===== config.mk =====
export PLATFORM = sky130hd
export DESIGN_NAME = uniform_dice_rejection_sampler
export DESIGN_NICKNAME = d
export VERILOG_FILES = /design/src/rtl/udrs_pkg.sv /design/src/rtl/udrs_regs.sv /design/src/rtl/udrs_core.sv /design/src/rtl/udrs_out_queue.sv /design/src/rtl/uniform_dice_rejection_sampler.sv
export VERILOG_INCLUDE_DIRS = /design/src /design/src/rtl
export SDC_FILE = /design/constraint.sdc
export NUM_CORES = 1
export LEC_CHECK = 0
export BUFFER_PORTS_ARGS = -buffer_cell sky130_fd_sc_hd__buf_4
export CAP_MARGIN = 30
export CELL_PAD_IN_SITES_DETAIL_PLACEMENT = 1
export CELL_PAD_IN_SITES_GLOBAL_PLACEMENT = 1
export CORE_AREA = 2 2 250 252
export CTS_CLUSTER_SIZE = 20
export DETAILED_ROUTE_END_ITERATION = 12
export DIE_AREA = 0 0 252 254
export PLACE_DENSITY = 0.57
export SLEW_MARGIN = 40
export SYNTH_ARGS = -nofsm -noshare
export SYNTH_HDL_FRONTEND = slang
export SYNTH_SLANG_ARGS = --single-unit
export TNS_END_PERCENT = 5

===== constraint.sdc =====
create_clock -name clk -period 6.3 [get_ports clk]
set_input_delay 0.315 -clock clk [delete_from_list [all_inputs] [get_ports clk]]
set_output_delay 0.315 -clock clk [all_outputs]
set_load 0.01 [all_outputs]

===== src/rtl/assert_macros.svh =====
// Assertion macros shared by the sampler RTL.
`ifndef ASSERT_MACROS_SVH
`define ASSERT_MACROS_SVH

// The expression holds at every clock edge outside reset.
`define UDRS_ASSERT_ALWAYS(label, clk, rst, expr, msg) \
  label: assert property (@(posedge clk) disable iff (rst) (expr)) else $error(msg);

// The consequent holds in the same cycle as the antecedent.
`define UDRS_ASSERT_IMPLY(label, clk, rst, ante, cons, msg) \
  label: assert property (@(posedge clk) disable iff (rst) (ante) |-> (cons)) else $error(msg);

// The consequent holds in the cycle after the antecedent.
`define UDRS_ASSERT_NEXT(label, clk, rst, ante, cons, msg) \
  label: assert property (@(posedge clk) disable iff (rst) (ante) |=> (cons)) else $error(msg);

`endif


===== src/rtl/udrs_pkg.sv =====
// Shared types, constants and helpers of the uniform dice rejection sampler.
package udrs_pkg;

  localparam int BASE_STREAM_BYTES = 64;
  localparam int MAX_DOUBLINGS     = 3;
  localparam int BUDGET_BYTES      = BASE_STREAM_BYTES << MAX_DOUBLINGS;
  localparam int CNT_W             = $clog2(BUDGET_BYTES + 1);

  localparam int VAL_W   = 31;
  localparam int ACC_W   = 32;
  localparam int BYTE_W  = 8;
  localparam int BITS_W  = 5;
  localparam int GROUP_W = 3;
  localparam int SHIFT_W = 3;

  localparam int QUEUE_DEPTH = 4;
  localparam int QUEUE_AW    = $clog2(QUEUE_DEPTH);

  localparam int ADDR_W = 4;
  localparam int DATA_W = 32;

  localparam logic CMD_START = 1'b0;
  localparam logic CMD_BYTE  = 1'b1;

  typedef enum logic [1:0] {
    REG_DIE_SIDES   = 2'd0,
    REG_ROLL_COUNT  = 2'd1,
    REG_OUTPUT_ROOM = 2'd2
  } reg_index_t;

  typedef enum logic [1:0] {
    STATUS_ROLL   = 2'd0,
    STATUS_ROOM   = 2'd1,
    STATUS_BUDGET = 2'd2
  } status_t;

  typedef struct packed {
    status_t            status;
    logic [VAL_W-1:0]   roll_value;
    logic               last;
  } result_t;

  // Results of one accepted item: how many, in order.
  typedef struct packed {
    logic [1:0] count;
    result_t    first;
    result_t    second;
  } push_t;

  typedef struct packed {
    logic [VAL_W-1:0]  die_sides;
    logic [VAL_W-1:0]  roll_count;
    logic [VAL_W-1:0]  output_room;
    logic [BITS_W-1:0] sides_bits;
  } cfg_t;

  // Bit length of sides minus one, at least one bit.
  function automatic logic [BITS_W-1:0] roll_bits(input logic [VAL_W-1:0] sides);
    logic [VAL_W-1:0]  v;
    logic [BITS_W-1:0] n;
    v = sides - VAL_W'(1);
    n = BITS_W'(1);
    for (int i = 0; i < VAL_W; i++) begin
      if (v[i]) n = BITS_W'(i + 1);
    end
    return n;
  endfunction

endpackage


===== src/rtl/udrs_regs.sv =====
// Configuration register file behind the APB-style port.
module udrs_regs import udrs_pkg::*; (
  input  logic              clk,
  input  logic              rst,
  input  logic              psel,
  input  logic              penable,
  input  logic              pwrite,
  input  logic [ADDR_W-1:0] paddr,
  input  logic [DATA_W-1:0] pwdata,
  output logic [DATA_W-1:0] prdata,
  output logic              pready,
  output cfg_t              cfg
);

  logic       wr_en;
  reg_index_t idx;

  assign pready = 1'b1;
  assign wr_en  = psel & penable & pwrite;
  assign idx    = reg_index_t'(paddr[3:2]);

  always_ff @(posedge clk) begin
    if (rst) begin
      cfg.die_sides   <= VAL_W'(2);
      cfg.roll_count  <= VAL_W'(1);
      cfg.output_room <= {VAL_W{1'b1}};
      cfg.sides_bits  <= BITS_W'(1);
    end else if (wr_en) begin
      unique case (idx)
        REG_DIE_SIDES: begin
          cfg.die_sides  <= pwdata[VAL_W-1:0];
          // The roll width is worked out here so a run start needs no search.
          cfg.sides_bits <= roll_bits(pwdata[VAL_W-1:0]);
        end
        REG_ROLL_COUNT:  cfg.roll_count  <= pwdata[VAL_W-1:0];
        REG_OUTPUT_ROOM: cfg.output_room <= pwdata[VAL_W-1:0];
        default: ;
      endcase
    end
  end

  always_comb begin
    unique case (idx)
      REG_DIE_SIDES:   prdata = {1'b0, cfg.die_sides};
      REG_ROLL_COUNT:  prdata = {1'b0, cfg.roll_count};
      REG_OUTPUT_ROOM: prdata = {1'b0, cfg.output_room};
      default:         prdata = '0;
    endcase
  end

endmodule


===== src/rtl/udrs_core.sv =====
// Run state and single-pass sampling logic for one command per cycle while fire is high.
`include "assert_macros.svh"

module udrs_core import udrs_pkg::*; (
  input  logic              clk,
  input  logic              rst,
  input  logic              fire,
  input  logic              command,
  input  logic [BYTE_W-1:0] stream_byte,
  input  cfg_t              cfg,
  output push_t             push
);

  localparam int SUM_W = CNT_W + 1;

  logic               run_active,        run_active_next;
  logic [ACC_W-1:0]   group_accumulator, group_accumulator_next;
  logic [1:0]         byte_in_group,     byte_in_group_next;
  logic [GROUP_W-1:0] group_bytes,       group_bytes_next;
  logic [SHIFT_W-1:0] drop_shift,        drop_shift_next;
  logic [CNT_W-1:0]   bytes_consumed,    bytes_consumed_next;
  logic [VAL_W-1:0]   rolls_done,        rolls_done_next;

  logic [BITS_W:0]    bits_round;
  logic [GROUP_W-1:0] start_group;
  logic [BITS_W:0]    start_drop;
  logic [ACC_W-1:0]   acc_shift;
  logic [GROUP_W-1:0] count_in_group;
  logic [ACC_W-1:0]   cand;
  logic [VAL_W-1:0]   rolls_inc;
  logic [SUM_W-1:0]   need_start;
  logic [SUM_W-1:0]   need_byte;

  assign bits_round  = {1'b0, cfg.sides_bits} + (BITS_W+1)'(7);
  assign start_group = bits_round[BITS_W:3];
  assign start_drop  = {start_group, 3'b000} - {1'b0, cfg.sides_bits};
  assign need_start  = SUM_W'(start_group);

  assign acc_shift      = {group_accumulator[ACC_W-BYTE_W-1:0], stream_byte};
  assign count_in_group = GROUP_W'(byte_in_group) + GROUP_W'(1);
  assign cand           = acc_shift >> drop_shift;
  assign rolls_inc      = rolls_done + VAL_W'(1);
  assign need_byte      = SUM_W'(bytes_consumed) + SUM_W'(1) + SUM_W'(group_bytes);

  always_comb begin
    run_active_next        = run_active;
    group_accumulator_next = group_accumulator;
    byte_in_group_next     = byte_in_group;
    group_bytes_next       = group_bytes;
    drop_shift_next        = drop_shift;
    bytes_consumed_next    = bytes_consumed;
    rolls_done_next        = rolls_done;

    push.count             = 2'd0;
    push.first.status      = STATUS_ROLL;
    push.first.roll_value  = '0;
    push.first.last        = 1'b0;
    push.second.status     = STATUS_BUDGET;
    push.second.roll_value = '0;
    push.second.last       = 1'b1;

    if (fire) begin
      if (command == CMD_START) begin
        group_bytes_next       = start_group;
        drop_shift_next        = start_drop[SHIFT_W-1:0];
        group_accumulator_next = '0;
        byte_in_group_next     = '0;
        bytes_consumed_next    = '0;
        rolls_done_next        = '0;
        run_active_next        = 1'b0;
        if (cfg.output_room < cfg.roll_count) begin
          push.count        = 2'd1;
          push.first.status = STATUS_ROOM;
          push.first.last   = 1'b1;
        end else if (cfg.roll_count != '0) begin
          if (need_start > SUM_W'(BUDGET_BYTES)) begin
            push.count        = 2'd1;
            push.first.status = STATUS_BUDGET;
            push.first.last   = 1'b1;
          end else begin
            run_active_next = 1'b1;
          end
        end
      end else if (run_active) begin
        bytes_consumed_next = bytes_consumed + CNT_W'(1);
        if (count_in_group < group_bytes) begin
          group_accumulator_next = acc_shift;
          byte_in_group_next     = count_in_group[1:0];
        end else begin
          group_accumulator_next = '0;
          byte_in_group_next     = '0;
          if (cand < {1'b0, cfg.die_sides}) begin
            rolls_done_next       = rolls_inc;
            push.count            = 2'd1;
            push.first.roll_value = cand[VAL_W-1:0];
            if (rolls_inc >= cfg.roll_count) begin
              run_active_next = 1'b0;
              push.first.last = 1'b1;
            end
          end
          // The budget check only runs if the group did not end the run.
          if (!push.first.last && need_byte > SUM_W'(BUDGET_BYTES)) begin
            run_active_next = 1'b0;
            if (push.count == 2'd1) begin
              push.count = 2'd2;
            end else begin
              push.count        = 2'd1;
              push.first.status = STATUS_BUDGET;
              push.first.last   = 1'b1;
            end
          end
        end
      end
    end
  end

  always_ff @(posedge clk) begin
    if (rst) begin
      run_active        <= 1'b0;
      group_accumulator <= '0;
      byte_in_group     <= '0;
      group_bytes       <= GROUP_W'(1);
      drop_shift        <= '0;
      bytes_consumed    <= '0;
      rolls_done        <= '0;
    end else begin
      run_active        <= run_active_next;
      group_accumulator <= group_accumulator_next;
      byte_in_group     <= byte_in_group_next;
      group_bytes       <= group_bytes_next;
      drop_shift        <= drop_shift_next;
      bytes_consumed    <= bytes_consumed_next;
      rolls_done        <= rolls_done_next;
    end
  end

  `UDRS_ASSERT_IMPLY(a_start_single, clk, rst, fire && command == CMD_START, push.count <= 2'd1, "start gave two results")
  `UDRS_ASSERT_IMPLY(a_roll_range, clk, rst, push.count != 2'd0 && push.first.status == STATUS_ROLL, push.first.roll_value < cfg.die_sides, "roll not below die_sides")
  `UDRS_ASSERT_ALWAYS(a_group_pos, clk, rst, GROUP_W'(byte_in_group) < group_bytes, "byte position past group size")
  `UDRS_ASSERT_IMPLY(a_pair_order, clk, rst, push.count == 2'd2, push.first.status == STATUS_ROLL && !push.first.last, "bad result pair")

endmodule


===== src/rtl/udrs_out_queue.sv =====
// Small result queue that decouples the sampler from the receiver.
`include "assert_macros.svh"

module udrs_out_queue import udrs_pkg::*; (
  input  logic    clk,
  input  logic    rst,
  input  push_t   push,
  output logic    space,
  output logic    out_valid,
  input  logic    out_ready,
  output result_t head_item
);

  localparam int CNT_QW = QUEUE_AW + 1;

  result_t            entries [QUEUE_DEPTH];
  logic [QUEUE_AW-1:0] head, tail;
  logic [CNT_QW-1:0]   count, count_next;
  logic                pop;
  logic [QUEUE_AW-1:0] tail_plus;

  assign out_valid = count != '0;
  assign pop       = out_valid & out_ready;
  assign head_item = entries[head];
  // A new item may bring two results, so two free slots are needed.
  assign space     = count <= CNT_QW'(QUEUE_DEPTH - 2);
  assign tail_plus = tail + QUEUE_AW'(1);
  assign count_next = count + CNT_QW'(push.count) - CNT_QW'(pop);

  always_ff @(posedge clk) begin
    if (push.count != 2'd0) entries[tail] <= push.first;
    if (push.count == 2'd2) entries[tail_plus] <= push.second;
  end

  always_ff @(posedge clk) begin
    if (rst) begin
      head  <= '0;
      tail  <= '0;
      count <= '0;
    end else begin
      head  <= head + QUEUE_AW'(pop);
      tail  <= tail + QUEUE_AW'(push.count);
      count <= count_next;
    end
  end

  `UDRS_ASSERT_ALWAYS(a_count_max, clk, rst, count <= CNT_QW'(QUEUE_DEPTH), "queue count overflow")
  `UDRS_ASSERT_IMPLY(a_push_fits, clk, rst, push.count != 2'd0, CNT_QW'(push.count) + count <= CNT_QW'(QUEUE_DEPTH), "push into full queue")
  `UDRS_ASSERT_NEXT(a_idle_empty, clk, rst, count == '0 && push.count == 2'd0, count == '0, "queue filled without push")

endmodule


===== src/rtl/uniform_dice_rejection_sampler.sv =====
// Top level of the uniform dice rejection sampler.
//
// Input channel (in_valid/in_ready): one command per transfer. Command 0
// starts a run with the current registers; command 1 delivers the next
// random stream byte. Output channel (out_valid/out_ready): one result per
// transfer with status, roll_value and last; last marks the end of a run.
// Registers are to be written over the APB-style port only while the
// block is idle; the block itself does not enforce this.
// Latency: results of an input transfer are offered from the next cycle on.
// Throughput: one input transfer per cycle while in_ready is high; the
// per-byte work is two shifts, four compares and counter updates between
// the input and the result queue. A byte that yields a roll and a budget
// error puts two results in the four-entry result queue; in_ready is low
// whenever fewer than two entries are free, so a stalled receiver holds
// back the input once three results are waiting.
//
// Reset clears the run state and the queue and loads the register defaults.
module uniform_dice_rejection_sampler import udrs_pkg::*; (
  input  logic              clk,
  input  logic              rst,
  input  logic              in_valid,
  output logic              in_ready,
  input  logic              command,
  input  logic [BYTE_W-1:0] stream_byte,
  output logic              out_valid,
  input  logic              out_ready,
  output logic [1:0]        status,
  output logic [VAL_W-1:0]  roll_value,
  output logic              last,
  input  logic              psel,
  input  logic              penable,
  input  logic              pwrite,
  input  logic [ADDR_W-1:0] paddr,
  input  logic [DATA_W-1:0] pwdata,
  output logic [DATA_W-1:0] prdata,
  output logic              pready
);

  cfg_t    cfg;
  push_t   push;
  result_t head_item;
  logic    fire;

  assign fire = in_valid & in_ready;

  udrs_regs u_regs (
    .clk     (clk),
    .rst     (rst),
    .psel    (psel),
    .penable (penable),
    .pwrite  (pwrite),
    .paddr   (paddr),
    .pwdata  (pwdata),
    .prdata  (prdata),
    .pready  (pready),
    .cfg     (cfg)
  );

  udrs_core u_core (
    .clk         (clk),
    .rst         (rst),
    .fire        (fire),
    .command     (command),
    .stream_byte (stream_byte),
    .cfg         (cfg),
    .push        (push)
  );

  udrs_out_queue u_queue (
    .clk       (clk),
    .rst       (rst),
    .push      (push),
    .space     (in_ready),
    .out_valid (out_valid),
    .out_ready (out_ready),
    .head_item (head_item)
  );

  assign status     = head_item.status;
  assign roll_value = head_item.roll_value;
  assign last       = head_item.last;

endmodule


======== After elaboration in Yosys (flattened, before gate mapping) ========
Memories as Yosys holds them, arrays and structs flattened. A register that Yosys moved wholly into a read port is not among the register bits.
Cells that the tools add are included.
storage, ports and cells
  bits in registers ....................... 179
  bits in latches ......................... 0
  RAM bits ................................ 136
  ROM bits ................................ 0
  input port bits ......................... 52
  output and inout port bits .............. 69
  logic and storage cells ................. 145
  memories ................................ 1
memory list
  name             words  bits a word  rd ports  clocked after memory_dff  wr ports  RTL line              RTL
  u_queue.entries  4      34           1         1                         2         udrs_out_queue.sv:16  result_t entries [QUEUE_DEPTH];
cells by class
  $add $sub $neg .......................... 13
  multiply operators ...................... 0
  div/mod/pow operators ................... 0
  order comparisons ....................... 7
  eq/ne operators ......................... 7
  shift-type cells ........................ 1
  muxes and demuxes ....................... 85
  bitwise operators ....................... 5
  reductions and logical operators ........ 12
operators by type and width
  cell                                                  count
  2-to-1 mux 32 bit                                     5
  2-to-1 mux 31 bit                                     5
  2-to-1 mux 36 bit                                     3
  case mux 31 bit (3 select lines)                      1
  2-to-1 mux 5 bit                                      16
  2-to-1 mux 24 bit                                     3
  2-to-1 mux 4 bit                                      12
  less-than comparator 32 x 31 -> 1 bit                 1
  >> shifter 32 x 3 -> 32 bit                           1
  adder 31 x 1 -> 31 bit, second input constant         1
  greater-or-equal comparator 31 bit                    1
  less-than comparator 31 bit                           1
  nonzero test 31 bit                                   1
  subtractor 31 x 1 -> 31 bit, second input constant    1
  2-to-1 mux 2 bit                                      12
  2-to-1 mux 1 bit                                      21
  2-to-1 mux 10 bit                                     2
  2-to-1 mux 3 bit                                      5
  adder 10 x 1 -> 11 bit, second input constant         1
  adder 11 x 3 -> 11 bit                                1
  > comparator 11 x 10 -> 1 bit, second input constant  1
  adder 10 x 1 -> 10 bit, second input constant         1
  > comparator 3 x 10 -> 1 bit, second input constant   1
  AND reduction 2 bit                                   5
  other kinds (22)                                      28

======== Longest topological paths before layout ========
  word-level depth ........................ 31
  depth in mapped cells ................... 24
  depth with buffers taken out ............ 24

======== Modules after synthesis ========
A second synthesis with hierarchy kept.
unflattened totals
  cells, all modules ...................... 2078
  area total of the unflattened synthesis .. 20229.4 sq um
by module, submodules not included
  module                          times used  cells an instance  area an instance (sq um)  seq. area each (sq um)
  udrs_core                       1           937                7569.8                    1481.4
  udrs_out_queue                  1           379                7036.7                    4224.1
  udrs_regs                       1           761                5616.6                    1961.9
  uniform_dice_rejection_sampler  1           1                  6.3                       0.0

======== Least setup slack after synthesis ========
Ideal clock, no wire load.
  path kind ............................... register to register
  start point ............................. register u_core.rolls_done[2]
  end point ............................... memory u_queue.entries[0][0] in the netlist's numbering
  library setup time ...................... 144 ps
  data arrival time ....................... 4854 ps
  data required time ...................... 6156 ps
  slack ................................... 1302 ps
  stages on the path, launching flop included .. 21
  path buffers ............................ 1
  period minus slack after synthesis ...... 4998 ps
  cell sequence ........................... dfxtp_1 -> nand3_1 -> nor4_1 -> and3_1 -> and4_1 -> nor2b_1 -> or2_2 -> ha_1 -> nand4_1 -> nor4_1 -> o21ai_0 -> a21oi_1 -> o21ai_0 -> a211oi_1 -> nor2_1 -> ha_1 -> o21a_1 -> a31o_2 -> a22oi_1 -> clkbuf_1 -> a22oi_1
RTL lines
  element                 RTL line              RTL
  from (decl)             udrs_core.sv:22       logic [VAL_W-1:0] rolls_done, rolls_done_next;
  from (signal assigned)  udrs_core.sv:133      rolls_done <= rolls_done_next;
  to (decl)               udrs_out_queue.sv:16

======== Final worst setup path ========
  start point ............................. register u_core.rolls_done[2]
  end point ............................... register u_queue.count[2]
between the ends
  cells in the longest elaborated chain, start to end .. 17
ends and longest elaborated chain
  element                             RTL line              RTL
  adder 31 x 1 -> 31 bit              udrs_core.sv:42       assign rolls_inc = rolls_done + VAL_W'(1);
  greater-or-equal comparator 31 bit  udrs_core.sv:96       if (rolls_inc >= cfg.roll_count) begin
  2-to-1 mux 1 bit                    udrs_core.sv:96
  2-to-1 mux 32 bit                   udrs_core.sv:92       if (cand < {1'b0, cfg.die_sides}) begin
  2-to-1 mux 32 bit                   udrs_core.sv:86       if (count_in_group < group_bytes) begin
  2-to-1 mux 32 bit                   udrs_core.sv:84       end else if (run_active) begin
  2-to-1 mux 32 bit                   udrs_core.sv:63       if (command == CMD_START) begin
  2-to-1 mux 32 bit                   udrs_core.sv:62       if (fire) begin
  logical NOT 1 bit                   udrs_core.sv:102      if (!push.first.last && need_byte > SUM_W'(BUDGET_BYTES)) begin
  logical AND 1 bit                   udrs_core.sv:102
  2-to-1 mux 4 bit                    udrs_core.sv:102
  2-to-1 mux 36 bit                   udrs_core.sv:86
  2-to-1 mux 36 bit                   udrs_core.sv:84
  2-to-1 mux 4 bit                    udrs_core.sv:63
  2-to-1 mux 36 bit                   udrs_core.sv:62
  adder 3 x 2 -> 3 bit                udrs_out_queue.sv:28  assign count_next = count + CNT_QW'(push.count) - CNT_QW'(pop);
  subtractor 3 x 1 -> 3 bit           udrs_out_queue.sv:28
  to (signal assigned)                udrs_out_queue.sv:43  count <= count_next;
  to (decl)                           udrs_out_queue.sv:18  logic [CNT_QW-1:0] count, count_next;
No other way between the ends. The select of a mux whose other input is x is not followed.
A chain may end at the register's enable or synchronous reset.

==> summary.txt <==
Global route
  • Vias in the first global route: 16,238
  • Total global routing overflow: 0
  • Gr usage total: 19.7%
  • Antenna violations before repair: 1
  • Largest net degree at the start of global routing: 94
  • First-pass GRT wire length: 98.2 mm

Critical path
  • Crit path kind: reg -> reg
  • Startpoint Class: register
  • Reg-to-reg startpoint: u_core.rolls_done[2]$_SDFFE_PP0P_
  • Reg2Reg Depth: 23
  • Worst-path fanout max: 7
  • CP startpoint: u_core.rolls_done[2]$_SDFFE_PP0P_
  • Critical Path RT: 6.73 ns
  • CP arrival: 6.07 ns
  • R2r endpoint: u_queue.count[2]$_SDFF_PP0_
  • Worst reg2reg setup slack: 0.66 ns
  • CP Capture Type: register

Clock network
  • CTS Root Cell: clkbuf_16
  • H-Tree Level Count: 2
  • Clk Latency, worst-skew pair: 0.57 ns
  • Clk buf depth: 3
  • Clock-pin transition on the worst setup and hold timing paths: 0.05 ns
  • Num Clock Sinks: 315
  • CTS Buf Count: 40
  • CTS tree: done

STA
  • Least-Margin Pin Slew: 0.856 ns
  • Tmin final: 5.64 ns
  • Fmax: 177 MHz
  • Final setup margin: 0.660 ns
  • Slew margin rel.: 42.9%
  • Final setup fails: 0
  • Fin Setup TNS: 0 ns
  • RSZ-0062 raised after global routing: no
  • Tcrit/Tclk final: 89.5%
  • Worst clock skew: 0.0181 ns
  • Final hold vios: 0
  • Smallest hold slack: 0.0392 ns
  • Slew Limit Fails: 0

Final layout
  • Register area: 0.00631 sq mm
  • NumNets Final: 2,253
  • Share of layout cells above drive strength 1: 15.3%
  • N_diodes: 0
  • Area Growth Syn to Fin: 16.0%
  • Fin util: 34.4%
  • Fill count: 7,081
  • Post-route cell area: 0.0211 sq mm
  • Area of the multi-input gates: 0.0109 sq mm

Min path
  • Hold_sp: stream_byte[0]
  • Worst hold path class: in -> reg
  • Min-Delay Endpoint: u_core.group_accumulator[0]$_SDFFE_PP0P_
  • Hold Path Cell Cnt: 3

Floorplanning
  • Die W: 252 um
  • CORE AREA: 0.0613 sq mm
  • Num rows: 91
  • Die footprint: 0.0640 sq mm
  • Top Ports: 121
  • Die height: 254 um
  • Starting density of the core: 29.7%

Placement
  • Pre-CTS setup slack: 0.363 ns
  • HPWL after detailed placement: 46.3 mm
  • Placed cell area: 0.0198 sq mm
  • Routability cong.: 0.814
  • I/O Buffers: 115

Logic synthesis
  • Netlist Area Pre-Place: 0.0182 sq mm
  • Count leader, synth: dfxtp_1
  • Number of synthesized flops with an enable pin: 0
  • Syn Inst Count: 2,057
  • Yosys cell types: 79
  • Async set-reset flop share out of synthesis: 0%
  • Post-synth net total: 2,220
  • Largest cells by area after synthesis: dfxtp_1 35%, ha_1 7.5%, a32o_1 5.1%, nand2_1 5.1%, mux4_2 4.8%
  • Register area share after synthesis: 34.7%
  • Number of synthesized register bits: 315
  • Fraction of synthesized cell area taken by the top area cell type: 34.7%
  • Most used DFF post-synth: dfxtp_1
  • Yosys warns: 0
  • Syn avg cell area: 8.84 sq um
  • Synth area leader: dfxtp_1
  • Commonest cells in the netlist: 315 x dfxtp_1, 248 x nand2_1, 122 x clkbuf_1, 117 x nor2_1, 111 x a21oi_1

Power
  • Leakage power: 7.86 nW
  • Comb power frac: 16.5%
  • Power Density: 246 mW/mm^2
  • Sw Pwr: 1.49 mW
  • Worst vdd ir: 0.000144 V
  • Seq pwr share: 40.2%
  • Switching part of the total: 28.7%
  • Clock share of power: 43.3%
  • Power Internal: 3.70 mW

Route
  • WL/cell: 22.0 um
  • Drt pass-1 iters: 5
  • Final wirelength: 64.0 mm
  • Post-route ant nets: 0
  • DRC viols: 0
  • Vias per inst: 5.51
  • DRT iter0 DRCs: 908
  • DR vias: 16,023

Run
  • Max-cap violations: 0

Status
  • Status: finished clean
-- metrics by stage --
step | total power, mW | instances
global placement | 2.97 | 2833
global route | 5.42 | 2906
floorplan | 2.67 | 2057
finish | 5.19 | 2906
CTS | 5.26 | 2904
detailed placement | 3.00 | 2835
-- metal layers --
metal	track usage, %	share of wire (%)
met1	25.5	45
met2	34.2	49
met3	2.67	3.6
met4	5.78	2.4
met5	0	0.016
-- sequential cells by signal (all words and copies together), names as in the netlist --
signal,count
u_queue.count,3
u_core.byte_in_group,2
u_core.drop_shift,3
u_queue.entries,136
u_core.group_bytes,3
u_regs.cfg,98
u_queue.head,2
u_core.bytes_consumed,10
u_core.rolls_done,31
u_core.run_active,1
u_core.group_accumulator,24
u_queue.tail,2
-- logic make-up (layout without fill, tap and decap cells) --
group	count (synthesis)	count (layout)	share of synthesized area, %
muxes	146	146	10.9
and+or+nand+nor	641	641	17.1
other	2	2	0.0413
buffers and inverters	263	322	5.86
DFF	315	315	34.7
AOI/OAI and AO/OA	536	536	21.6
xor gates and xnor gates	43	43	2.07
adders and majority gates	111	111	7.72
-- critical path, stage by stage, from the launching register on --
cell,delay (ns)
dfxtp_1,0.39
nand3_1,0.27
nor4_2,0.38
and3_1,0.30
and4_1,0.24
nor2b_1,0.06
or2_2,0.31
ha_1,0.32
nand4_1,0.15
nor4_1,0.31
buf_4,0.17
o21ai_0,0.08
a21oi_1,0.12
o21ai_0,0.16
a211oi_1,0.30
buf_4,0.18
nor2_1,0.06
ha_1,0.23
o211ai_1,0.28
ha_1,0.36
fa_1,0.44
xnor2_1,0.19
xnor2_1,0.14
nor2_1,0.05
-- cell usage in the layout (no fill, tap or decap), types with 37 or more instances in the layout --
| cell type | Yosys | final |
|---|---|---|
| a32o_1 | 93 | 93 |
| a211o_1 | 37 | 37 |
| inv_1 | 102 | 102 |
| a22o_1 | 45 | 45 |
| nor2_1 | 117 | 114 |
| nor2b_1 | 60 | 58 |
| clkbuf_16 | 0 | 40 |
| o21ai_0 | 78 | 78 |
| dfxtp_1 | 315 | 312 |
| mux4_2 | 39 | 39 |
| ha_1 | 109 | 109 |
| mux2i_1 | 81 | 81 |
| buf_4 | 9 | 143 |
| nand2_1 | 248 | 248 |
| a21oi_1 | 111 | 111 |
-- area by class of cell --
class                      count  area share (%)
multi-input combinational   1479            51.7
sequential                   315            29.9
timing repair buffer         152            5.85
clock buffer                  57            5.47
tap                          790            4.68
inverter                     102            1.81
clock inverter                11           0.534
-- what timing repair did --
item,4_1_cts,5_1_grt
gates resized for setup,0,3
endpoints found under the hold margin,1,0
setup endpoints to repair,0,91
hold buffers,1,0
setup buffers,0,2
-- power groups by stage --
stage / combinational [mW] / clock [mW] / sequential (mW)
floorplan: 0.577 / 0 / 2.10
global placement: 0.845 / 0 / 2.12
detailed placement: 0.867 / 0 / 2.13
CTS: 0.871 / 2.30 / 2.08
global route: 0.939 / 2.39 / 2.09
finish: 0.857 / 2.24 / 2.08
-- worst max path at each step --
stage	cells past startpoint	slack [ns]	to
after floorplan	20	1.30	u_queue.entries[0][0]$_SDFFE_PP1P_
after global placement	24	0.49	u_queue.entries[1][10]$_SDFFE_PP0P_
after detailed placement	23	0.36	u_queue.entries[1][7]$_SDFFE_PP0P_
after CTS	23	0.34	u_queue.entries[1][7]$_SDFFE_PP0P_
after global routing	23	0.06	u_queue.count[2]$_SDFF_PP0_
final	23	0.66	u_queue.count[2]$_SDFF_PP0_
Power figures use the tool's default switching activity.
